==> src/hw/rtl/lsse_pkg.sv <==
// Shared types, constants and decode helpers for the line sensor steering error block.
// No dependencies; every other file refers to this package by scoped names.
package lsse_pkg;

    localparam int Channels = 10;
    localparam int ErrW     = 9;
    localparam int SumW     = 11;
    localparam int CountW   = 4;
    localparam int RightW   = 3;
    localparam int LimitW   = 8;
    localparam int ThreshW  = 4;
    localparam int CfgIdxW  = 8;
    localparam int CfgDataW = 9;

    // Index of the first channel at position zero or to its right.
    localparam int RightFirst = 4;

    localparam logic [CfgIdxW-1:0] REG_LOSS_LIMIT       = 8'd0;
    localparam logic [CfgIdxW-1:0] REG_SEARCH_ERROR     = 8'd1;
    localparam logic [CfgIdxW-1:0] REG_CORNER_FAR_ERROR = 8'd2;
    localparam logic [CfgIdxW-1:0] REG_CORNER_THRESHOLD = 8'd3;

    localparam logic [LimitW-1:0]       LOSS_LIMIT_RST  = 8'd3;
    localparam logic signed [ErrW-1:0]  SEARCH_ERR_RST  = 9'sd120;
    localparam logic signed [ErrW-1:0]  CORNER_FAR_RST  = 9'sd255;
    localparam logic [ThreshW-1:0]      CORNER_THR_RST  = 4'd3;
    localparam logic [LimitW-1:0]       LOSS_COUNT_MAX  = 8'd255;

    typedef enum logic [2:0] {
        ST_TRACK  = 3'd0,
        ST_HOLD   = 3'd1,
        ST_SEARCH = 3'd2,
        ST_CORNER = 3'd3,
        ST_SPLIT  = 3'd4,
        ST_WIDE   = 3'd5
    } status_t;

    typedef struct packed {
        logic [LimitW-1:0]      loss_limit;
        logic signed [ErrW-1:0] search_error;
        logic signed [ErrW-1:0] corner_far_error;
        logic [ThreshW-1:0]     corner_threshold;
    } cfg_t;

    typedef struct packed {
        logic signed [ErrW-1:0] last_error;
        logic [LimitW-1:0]      loss_count;
        logic                   tracking;
    } track_state_t;

    typedef struct packed {
        logic signed [ErrW-1:0] err;
        status_t                status;
        logic                   state_write;
        track_state_t           state_next;
    } decision_t;

    typedef logic signed [5:0] pos_t;

    localparam pos_t POS [Channels] = '{
        -6'sd8, -6'sd6, -6'sd4, -6'sd2, 6'sd0, 6'sd0, 6'sd2, 6'sd4, 6'sd6, 6'sd8
    };

    // sign(x) * (2x^2 + 3|x|); the two center channels weigh -1 and +1.
    localparam logic signed [ErrW-1:0] WEIGHT [Channels] = '{
        -9'sd152, -9'sd90, -9'sd44, -9'sd14, -9'sd1,
        9'sd1, 9'sd14, 9'sd44, 9'sd90, 9'sd152
    };

    // True when exactly two channels are lit and their positions differ by two.
    function automatic logic is_adjacent_pair(input logic [Channels-1:0] bits);
        logic hit;
        pos_t d;
        hit = 1'b0;
        for (int i = 0; i < Channels; i++) begin
            for (int j = i + 1; j < Channels; j++) begin
                d = POS[j] - POS[i];
                if ((d == 6'sd2) &&
                    (bits == ((Channels'(1) << i) | (Channels'(1) << j)))) begin
                    hit = 1'b1;
                end
            end
        end
        return hit;
    endfunction

endpackage

==> src/hw/rtl/lsse_core.sv <==
// Combinational decision logic: weights, counts and the rule chain for one sample.
// Depends on lsse_pkg.
module lsse_core (
    input  logic [lsse_pkg::Channels-1:0] sensor_bits,
    input  lsse_pkg::cfg_t                cfg,
    input  lsse_pkg::track_state_t        state,
    output lsse_pkg::decision_t           dec
);

    logic signed [lsse_pkg::SumW-1:0]  left_sum;
    logic signed [lsse_pkg::SumW-1:0]  right_sum;
    logic signed [lsse_pkg::SumW-1:0]  sum;
    logic signed [lsse_pkg::SumW-1:0]  half_sum;
    logic [lsse_pkg::CountW-1:0]       hit_count;
    logic [lsse_pkg::RightW-1:0]       right_count;
    logic                              adjacent;
    logic [lsse_pkg::LimitW-1:0]       loss_inc;

    // Two short partial sums keep the adder chain shallow.
    always_comb begin
        left_sum  = '0;
        right_sum = '0;
        for (int i = 0; i < lsse_pkg::Channels / 2; i++) begin
            if (sensor_bits[i]) begin
                left_sum = left_sum + lsse_pkg::SumW'(lsse_pkg::WEIGHT[i]);
            end
        end
        for (int i = lsse_pkg::Channels / 2; i < lsse_pkg::Channels; i++) begin
            if (sensor_bits[i]) begin
                right_sum = right_sum + lsse_pkg::SumW'(lsse_pkg::WEIGHT[i]);
            end
        end
    end

    assign sum         = left_sum + right_sum;
    assign half_sum    = sum >>> 1;
    assign hit_count   = lsse_pkg::CountW'($countones(sensor_bits));
    assign right_count = lsse_pkg::RightW'($countones(
                             sensor_bits[lsse_pkg::Channels-1:lsse_pkg::RightFirst]));
    assign adjacent    = lsse_pkg::is_adjacent_pair(sensor_bits);
    assign loss_inc    = (state.loss_count == lsse_pkg::LOSS_COUNT_MAX) ?
                         state.loss_count : state.loss_count + 1'b1;

    always_comb begin
        dec.err         = '0;
        dec.status      = lsse_pkg::ST_TRACK;
        dec.state_write = 1'b1;
        dec.state_next  = state;

        if (hit_count == '0) begin
            dec.state_next.loss_count = loss_inc;
            dec.state_next.tracking   = 1'b0;
            if (loss_inc >= cfg.loss_limit) begin
                dec.err    = cfg.search_error;
                dec.status = lsse_pkg::ST_SEARCH;
            end else begin
                dec.err    = state.last_error;
                dec.status = lsse_pkg::ST_HOLD;
            end
        end else begin
            if ({1'b0, right_count} >= cfg.corner_threshold) begin
                dec.err    = sensor_bits[lsse_pkg::Channels-1] ?
                             cfg.corner_far_error : cfg.search_error;
                dec.status = lsse_pkg::ST_CORNER;
            end else if (hit_count == 4'd1) begin
                dec.err    = sum[lsse_pkg::ErrW-1:0];
                dec.status = lsse_pkg::ST_TRACK;
            end else if (hit_count == 4'd2) begin
                if (adjacent) begin
                    dec.err    = half_sum[lsse_pkg::ErrW-1:0];
                    dec.status = lsse_pkg::ST_TRACK;
                end else begin
                    // A split pair is reported but leaves the tracking state alone.
                    dec.err         = '0;
                    dec.status      = lsse_pkg::ST_SPLIT;
                    dec.state_write = 1'b0;
                end
            end else begin
                dec.err    = '0;
                dec.status = lsse_pkg::ST_WIDE;
            end
            if (!state.tracking) begin
                dec.state_next.loss_count = '0;
                dec.state_next.tracking   = 1'b1;
            end
            dec.state_next.last_error = dec.err;
        end
    end

endmodule

==> src/hw/rtl/line_sensor_steering_error_top.sv <==
// An accepted sample goes from the input register through lsse_core to the result register.
// Throughput: one sample per cycle while results are taken. While a result waits to be taken,
// the input register takes one more transaction and then holds s_ready low until the result leaves.
// Reset (aresetn, synchronous, active low) empties both registers, clears the last
// error, loss count and tracking flag, and loads the configuration reset values.
// Top level: input and result registers, configuration and tracking state; uses lsse_core.
module line_sensor_steering_error_top (
    input  logic                                 aclk,
    input  logic                                 aresetn,
    input  logic                                 s_valid,
    output logic                                 s_ready,
    input  logic [lsse_pkg::Channels-1:0]        s_sensor_bits,
    output logic                                 m_valid,
    input  logic                                 m_ready,
    output logic signed [lsse_pkg::ErrW-1:0]     m_steering_error,
    output logic [2:0]                           m_line_status,
    input  logic                                 cfg_valid,
    output logic                                 cfg_ready,
    input  logic [lsse_pkg::CfgIdxW-1:0]         cfg_index,
    input  logic [lsse_pkg::CfgDataW-1:0]        cfg_data
);

    logic                               in_valid_reg;
    logic [lsse_pkg::Channels-1:0]      in_bits_reg;
    logic                               out_valid_reg;
    logic signed [lsse_pkg::ErrW-1:0]   out_err_reg;
    lsse_pkg::status_t                  out_status_reg;
    lsse_pkg::cfg_t                     cfg_reg;
    lsse_pkg::track_state_t             state_reg;
    lsse_pkg::decision_t                dec;
    logic                               advance;

    assign advance   = in_valid_reg && (!out_valid_reg || m_ready);
    assign s_ready   = !in_valid_reg || advance;
    assign cfg_ready = 1'b1;

    lsse_core u_core (
        .sensor_bits (in_bits_reg),
        .cfg         (cfg_reg),
        .state       (state_reg),
        .dec         (dec)
    );

    always_ff @(posedge aclk) begin
        if (!aresetn) begin
            in_valid_reg <= 1'b0;
        end else if (s_ready) begin
            in_valid_reg <= s_valid;
        end
        if (s_valid && s_ready) begin
            in_bits_reg <= s_sensor_bits;
        end
    end

    always_ff @(posedge aclk) begin
        if (!aresetn) begin
            out_valid_reg <= 1'b0;
            state_reg     <= '0;
        end else begin
            if (advance) begin
                out_valid_reg <= 1'b1;
                if (dec.state_write) begin
                    state_reg <= dec.state_next;
                end
            end else if (m_ready) begin
                out_valid_reg <= 1'b0;
            end
        end
        if (advance) begin
            out_err_reg    <= dec.err;
            out_status_reg <= dec.status;
        end
    end

    always_ff @(posedge aclk) begin
        if (!aresetn) begin
            cfg_reg.loss_limit       <= lsse_pkg::LOSS_LIMIT_RST;
            cfg_reg.search_error     <= lsse_pkg::SEARCH_ERR_RST;
            cfg_reg.corner_far_error <= lsse_pkg::CORNER_FAR_RST;
            cfg_reg.corner_threshold <= lsse_pkg::CORNER_THR_RST;
        end else if (cfg_valid && cfg_ready) begin
            case (cfg_index)
                lsse_pkg::REG_LOSS_LIMIT: begin
                    cfg_reg.loss_limit <= cfg_data[lsse_pkg::LimitW-1:0];
                end
                lsse_pkg::REG_SEARCH_ERROR: begin
                    cfg_reg.search_error <= cfg_data[lsse_pkg::ErrW-1:0];
                end
                lsse_pkg::REG_CORNER_FAR_ERROR: begin
                    cfg_reg.corner_far_error <= cfg_data[lsse_pkg::ErrW-1:0];
                end
                lsse_pkg::REG_CORNER_THRESHOLD: begin
                    cfg_reg.corner_threshold <= cfg_data[lsse_pkg::ThreshW-1:0];
                end
                default: begin
                end
            endcase
        end
    end

    assign m_valid          = out_valid_reg;
    assign m_steering_error = out_err_reg;
    assign m_line_status    = out_status_reg;

    // A split pair must leave the tracking state untouched.
    a_split_keeps_state: assert property (@(posedge aclk) disable iff (!aresetn)
        (advance && dec.status == lsse_pkg::ST_SPLIT) |=> $stable(state_reg))
        else $error("tracking state changed on a split pair");

    // The loss count only moves up by one, stays, or returns to zero.
    a_loss_count_step: assert property (@(posedge aclk) disable iff (!aresetn)
        !$stable(state_reg.loss_count) |->
            (state_reg.loss_count == '0) ||
            (state_reg.loss_count == $past(state_reg.loss_count) + 1'b1))
        else $error("loss count moved by an illegal step");

    // A hit that is not a split pair always leaves the tracking flag set.
    a_hit_sets_tracking: assert property (@(posedge aclk) disable iff (!aresetn)
        (advance && dec.status != lsse_pkg::ST_SPLIT && dec.status != lsse_pkg::ST_HOLD &&
         dec.status != lsse_pkg::ST_SEARCH) |=> state_reg.tracking)
        else $error("tracking flag not set after a hit");

    // An empty sample always clears the tracking flag.
    a_empty_clears_tracking: assert property (@(posedge aclk) disable iff (!aresetn)
        (advance && in_bits_reg == '0) |=> !state_reg.tracking)
        else $error("tracking flag still set after an empty sample");

endmodule
==> config.mk <==
export PLATFORM = sky130hd
export DESIGN_NAME = line_sensor_steering_error_top
export DESIGN_NICKNAME = d
export VERILOG_FILES = /design/src/hw/rtl/lsse_pkg.sv /design/src/hw/rtl/lsse_core.sv /design/src/hw/rtl/line_sensor_steering_error_top.sv
export SDC_FILE = /design/constraint.sdc
export NUM_CORES = 1
export LEC_CHECK = 0
export BUFFER_PORTS_ARGS = -buffer_cell sky130_fd_sc_hd__buf_4
export CORE_MARGIN = 2
export CORE_UTILIZATION = 45
export DETAILED_ROUTE_END_ITERATION = 8
export GPL_ROUTABILITY_DRIVEN = 0
export GPL_TIMING_DRIVEN = 0
export HOLD_SLACK_MARGIN = 0.1
export MAX_ROUTING_LAYER = met4
export SLEW_MARGIN = 20
export SYNTH_ARGS = -nofsm -noshare
export SYNTH_HDL_FRONTEND = slang
export SYNTH_HIERARCHICAL = 1
export SYNTH_SLANG_ARGS = --single-unit
==> constraint.sdc <==
create_clock -name aclk -period 9.17 [get_ports aclk]
set_input_delay 0 -clock aclk [delete_from_list [all_inputs] [get_ports aclk]]
set_output_delay 0 -clock aclk [all_outputs]
set_load 0.01 [all_outputs]
==> results.md, run 1 <==
* Run status: complete, no violations
* Pwr dens at 194 nW/µm²
* CP max-delay cell: a211oi_1
* Initial DRT Pass Iterations at 9
* Core Util, Final at 0.549
* Die area at 13300 µm²
* Min-delay src: cfg_index[0]
* Number of synthesized register bits at 72
* Vias in the first global route at 4655
* Pre-CTS WS at 4.04 ns
* Crit path from: in_bits_reg[9]
* Layout cells sized above 1 at 0.139
* Syn Nets at 714
* Setup Buffers After CTS at 0
* DRC at 0
* Reg2reg end: state_reg[15]
* Drt initial violations at 333
* Sequential share of the synthesized area at 0.298
* CTS tree: done
* Syn_area_per_cell at 8.92 µm²
* Cell family with most CP delay: buffers and inverters
* Synth Flop Type: dfxtp_1
* Top-area cell type share of the netlist area at 0.180
* Antenna Diode Count at 0
* Worst-path clk slew at 0.06 ns
* Max reg flops at 30
* Final Hold Violating Endpoints at 0
* DP Wirelength at 10.7 mm
* CP Depth at 18
* Crit Path Max Fanout at 10
* Post-synth EDFFs at 22
* Number of cells produced by synthesis at 624
* Ys async rst share at 0
* Pwr Total at 1.29 mW
* Congestion Overflow GR at 0
* Setup crit start kind: register
* Final min period at 5.24 ns
* Slew @ Worst Pin at 0.888 ns
* Setup slack, reg-to-reg at 3.93 ns
* PostCTS Resize Cnt at 0
* Largest net degree at the start of global routing at 13
* Top Ports at 47
* Synth-to-layout area growth at 19.0%
* Skew-Pair Late Insertion Delay at 0.34 ns
* Distinct cells, synth at 71
* Hold endpoint: cfg_reg[3]
* Worst r2r src: in_bits_reg[9]
* Buf+Inv Stages, Crit Path at 8
* First-pass GRT wire length at 23.2 mm
* GRT Util Overall at 0.230
* Inserted Clock Buffers at 9
* Worst hold stages at 3
* WL per Instance at 16.1 µm
* Worst setup margin at 3.93 ns
* Clock sinks at 72
* Row cnt at 40
* Leakage power total at 2.88 nW
* Final clock skew at 0.00610 ns
* Core ar. at 12100 µm²
* HP Class: in2reg
* Pins Over Slew Limit at 0
* Nets at 790
* Worst IR Drop VDD at 0.0910 mV
* WS Path Type: reg2reg
* Routed Antenna Nets at 0
* Via count at 4859
* Crit share post-route at 0.571
* Post-Syn Area at 5570 µm²
* Crit-path max cell delay at 0.63 ns
* Worst EP required at 9.43 ns
* Setup TNS after final layout at 0 ns
* Root buf cell: clkbuf_16
* Wirelength, routed at 14.1 mm
* CTS Buffer Depth at 2
* Fillers at 1123
* MaxCap Viol Count at 0
* Die H at 115 µm
* Critical Path, Cell by Cell: clkbuf_1, buf_1, inv_1, ha_1, ha_1, inv_1, fa_1, inv_1, ha_1, o21ai_0, a211oi_1, clkbuf_1, nor3_1, nand2_1, buf_2, clkbuf_1, nand4_1, a21oi_1
* RSZ-0062 raised after global routing: no
* Initial Utilization at 0.462
* PortBufs at 44
* Worst EP arrival at 5.50 ns
* Initial antenna violation count at 0
* FF-to-FF path depth at 18
* Largest area contributor in the netlist: dfxtp_1
* Htree depth at 3
* Fmax at 0.191 GHz
* CP endpoint kind: register
* Slew HR at 0.406
* Setup Viol. Count Final at 0
* Synth Warn # at 6
* Via density at 5.57
* Dominant cells by area after synthesis: dfxtp_1 (18%), edfxtp_1 (12%), ha_1 (11%)
* Die X at 115 µm
==> kinds of logic (layout without fill, tap and decap cells) <==
kind of cell             count (synthesis)  count (layout)  share of synthesized area
AO/OA/AOI/OAI                          127             127                      0.160
XOR/XNOR                                35              35                     0.0564
adder cells (fa/ha/maj)                 58              58                      0.140
buffers and inverters                   78             159                     0.0634
flip-flops                              72              72                      0.298
multiplexers                            56              56                      0.104
other                                    1               1                   0.000674
AND/OR/NAND/NOR                        197             197                      0.177
==> area by class of cell <==
type	instances	area (µm²)	share of cell area
Multi-Input combinational cell	474	3550	0.536
Sequential cell	72	1660	0.251
Timing Repair Buffer	65	541	0.0816
Clock buffer	10	250	0.0378
Tap cell	168	210	0.0317
Buffer	37	199	0.0300
Inverter	41	154	0.0232
Clock inverter	6	56.3	0.00850
==> where the power goes <==
part,internal [mW],switching [mW]
clock,0.225,0.134
sequential,0.366,0.0173
combinational,0.217,0.329
total,0.808,0.480
==> repair_timing <==
| item | 4_1_cts | 5_1_grt |
|---|---|---|
| hold endpoints to repair | 41 | 0 |
| hold buffers | 21 | 0 |
| endpoints found under the setup margin | 0 | 0 |
==> tightest hold or removal path, delay by kind of cell <==
family        cells  cell delay [ns]
mux               1             0.10
buf+inv           1             0.12
simple gates      1             0.20
==> cell usage after synthesis, types with 6 or more instances <==
master	instances
o21ai_1	6
a211o_1	8
inv_1	38
a21oi_1	33
nor2_1	46
nand3_1	19
a21o_1	8
nand2_1	69
o21ai_0	11
mux2i_1	51
ha_1	51
a221oi_1	8
o21a_1	6
nand2b_1	7
o31ai_1	18
xnor2_1	23
clkbuf_1	16
dfxtp_1	50
nor3_1	10
xor2_1	11
buf_2	13
nand4_1	22
edfxtp_1	22
fa_1	7
==> worst max path at each step <==
stage	endpoint	slack, ns
after floorplan	m_steering_error[7]	4.94
after global placement	state_reg[7]	4.12
after detailed placement	state_reg[10]	4.04
after CTS	state_reg[10]	4.01
after global routing	state_reg[15]	3.51
final	state_reg[15]	3.93
==> stage by stage <==
step / std cells / hold WS [ns] / cell area [µm²]
CTS: 873 / 0.147 / 6620
global route: 873 / 0.162 / 6620
detailed placement: 836 / 0.180 / 6110
global placement: 836 / 0.180 / 6110
finish: 873 / 0.142 / 6620
floorplan: 624 / 0.0989 / 5570
==> metal layers <==
| layer | track usage | part of all wire | vias up |
|---|---|---|---|
| met1 | 0.313 | 0.48 | 2322 |
| met2 | 0.351 | 0.45 | 120 |
| met5 | - | 0 | - |
| li1 | - | - | 2395 |
| met4 | 0.0691 | 0.022 | 0 |
| met3 | 0.0380 | 0.050 | 22 |
==> layout by cell type (no fill, tap or decap), drive strengths merged, types with 3 or more instances in the layout <==
cell,count
and2,3
dfxtp,50
nand2b,7
clkbuf,27
xor2,11
o31ai,18
mux2i,53
nor3,12
nand3,19
a21o,8
a21oi,33
mux2,3
edfxtp,22
a221oi,8
o21a,6
nor2b,3
clkinv,6
a31oi,4
dlygate4sd3,21
o21ai,17
a211o,8
xnor2,24
ha,51
nor2,46
a211oi,3
o22ai,3
nand2,70
buf,64
nand4,22
inv,40
fa,7
Note: power is estimated with default switching activity, not from simulation.
==> run 2: changes to the inputs <==
clock period = 5.2 ns   (was 9.17 ns; I/O delays follow)
==> results.md, run 2 (same netlist as run 1, synthesis figures left out) <==
* Run status: complete, no violations
* Buf+Inv Stages, Crit Path at 9 (+1)
* Initial antenna violation count at 0 (unchanged)
* Leakage power total at 2.88 nW (+0.15%)
* Core Util, Final at 0.550 (about the same)
* Via count at 4824 (-0.72%)
* Register area at 1660 µm² (unchanged)
* CTS Buffer Depth at 2 (unchanged)
* Core ar. at 12100 µm² (unchanged)
* Met1 Resource Use GR at 0.313 (unchanged)
* Slew HR at 0.400 (-0.00515)
* Fillers at 1126 (+0.27%)
* Final min period at 4.79 ns (-0.445 ns)
* Die H at 115 µm (unchanged)
* CP max-delay cell: fa_1
* Die area at 13300 µm² (unchanged)
* Congestion Overflow GR at 0 (unchanged)
* Initial Utilization at 0.462 (unchanged)
* WS Path Type: reg2reg
* Top Ports at 47 (unchanged)
* Initial DRT Pass Iterations at 5 (-4)
* Pins Over Slew Limit at 0 (unchanged)
* Skew-Pair Late Insertion Delay at 0.33 ns (about the same)
* Inserted Clock Buffers at 9 (unchanged)
* Setup Viol. Count Final at 0 (unchanged)
* Most frequent cells in the layout: nand2_1 (69), mux2i_1 (51), ha_1 (51)
* DP Wirelength at 10.7 mm (unchanged)
* CP Depth at 19 (+1)
* First-pass GRT wire length at 23.2 mm (unchanged)
* Largest net degree at the start of global routing at 13 (unchanged)
* Post-route insts no fill at 873 (unchanged)
* Via density at 5.53 (-0.72%)
* Htree depth at 3 (unchanged)
* Met3 Usage GRT at 0.0380 (unchanged)
* Final Hold Violating Endpoints at 0 (unchanged)
* Pwr dens at 343 nW/µm² (+77%)
* Final clock skew at 0.00577 ns (-0.000330 ns)
* Drt initial violations at 276 (-17%)
* Crit Path Max Fanout at 10 (unchanged)
* DRC at 0 (unchanged)
* Die X at 115 µm (unchanged)
* Nets at 790 (unchanged)
* Min-delay src: cfg_index[0]
* Worst r2r src: in_bits_reg[9]
* Setup slack, reg-to-reg at 0.41 ns (-3.53 ns)
* Max reg flops at 30 (unchanged)
* Clock sinks at 72 (unchanged)
* Row cnt at 40 (unchanged)
* Most common cell after layout, fill and taps aside: nand2_1
* GR peak layer: met2
* Critical Path, Cell by Cell: clkbuf_1, clkbuf_2, inv_1, ha_1, ha_1, inv_1, fa_1, inv_1, ha_1, o21ai_0, a211oi_2, clkbuf_1, nor3_1, nand2_1, buf_2, inv_2, buf_2, o31ai_1, a21oi_1
* Crit-path max cell delay at 0.48 ns (-0.15 ns)
* Area of the multi-input gates at 3560 µm² (+0.14%)
* Slew @ Worst Pin at 0.896 ns (+0.00769 ns)
* Worst EP required at 5.40 ns (-4.03 ns)
* Synth-to-layout area growth at 19.1% (about the same)
* WL per Instance at 16.1 µm (about the same)
* Worst-path clk slew at 0.06 ns (about the same)
* Vias in the first global route at 4655 (unchanged)
* HP Class: in2reg
* Wirelength, routed at 14.1 mm (about the same)
* Met2 Track Usage GR at 0.351 (unchanged)
* MaxCap Viol Count at 0 (unchanged)
* Pwr Total at 2.27 mW (+77%)
* Antenna Diode Count at 0 (unchanged)
* Worst IR Drop VDD at 0.161 mV (+76%)
* Worst EP arrival at 4.99 ns (-0.51 ns)
* FF-to-FF path depth at 19 (+1)
* Crit share post-route at 0.922 (+0.350)
* Hold endpoint: cfg_reg[3]
* Worst hold stages at 3 (unchanged)
* Layout cells sized above 1 at 0.142 (+0.00284)
* Reg2reg end: state_reg[10]
* Fmax at 0.209 GHz (+9.3%)
* CP endpoint kind: register
* GRT Util Overall at 0.230 (unchanged)
* Root buf cell: clkbuf_16
* DP Cell Count at 836 (unchanged)
* CTS tree: done
* Setup crit start kind: register
* Placed Area at 6110 µm² (unchanged)
* Routed Antenna Nets at 0 (unchanged)
* Final Cell Area at 6630 µm² (about the same)
* PortBufs at 44 (unchanged)
* Cell family with most CP delay: buffers and inverters
==> run 2: power breakdown <==
group	total (mW)	internal, mW	switching (mW)
Combinational	0.965	0.384	0.581
Sequential	0.677	0.646	0.0306
Clock	0.633	0.396	0.237
Total	2.27	1.43	0.849
==> run 2: worst max path at each step <==
stage | from | end | slack, ns
CTS | in_bits_reg[9] | state_reg[10] | 0.04
finish | in_bits_reg[9] | state_reg[10] | 0.41
detailed placement | in_bits_reg[9] | state_reg[10] | 0.07
floorplan | in_bits_reg[9] | m_steering_error[7] | 0.97
global route | in_bits_reg[9] | state_reg[15] | -0.01
global placement | in_bits_reg[9] | state_reg[7] | 0.15
==> run 2: per-layer routing <==
metal | wire length [µm] | share of wire
met3 | 619 | 0.044
met2 | 6280 | 0.45
met1 | 6860 | 0.49
met5 | 0 | 0
met4 | 304 | 0.022
==> run 2: metrics by stage <==
step	hold slack (ns)	setup slack (ns)	setup TNS, ns
floorplan	0.0989	0.974	0
global placement	0.180	0.152	0
detailed placement	0.180	0.0726	0
CTS	0.147	0.0405	0
global route	0.162	-0.0115	-0.0115
finish	0.143	0.408	0
==> run 2: worst min-delay path, cell delays in order <==
cell and delay, ns:
buf_4 0.12, nand4_1 0.20, mux2i_1 0.10
==> run 2: layout make-up <==
class,count,share of cell area
multi-input cells,474,0.537
flip-flops and latches,72,0.251
repair buffers,65,0.0815
clock buffers,10,0.0377
well taps,168,0.0317
plain buffers,37,0.0302
inverters,41,0.0232
clock inverters,6,0.00849
==> run 2: what timing repair did <==
item | 4_1_cts | 5_1_grt
setup buffers | 0 | 0
setup endpoints to repair | 0 | 18
resized for setup | 0 | 2
hold endpoints to repair | 41 | 0
hold buffers | 21 | 0
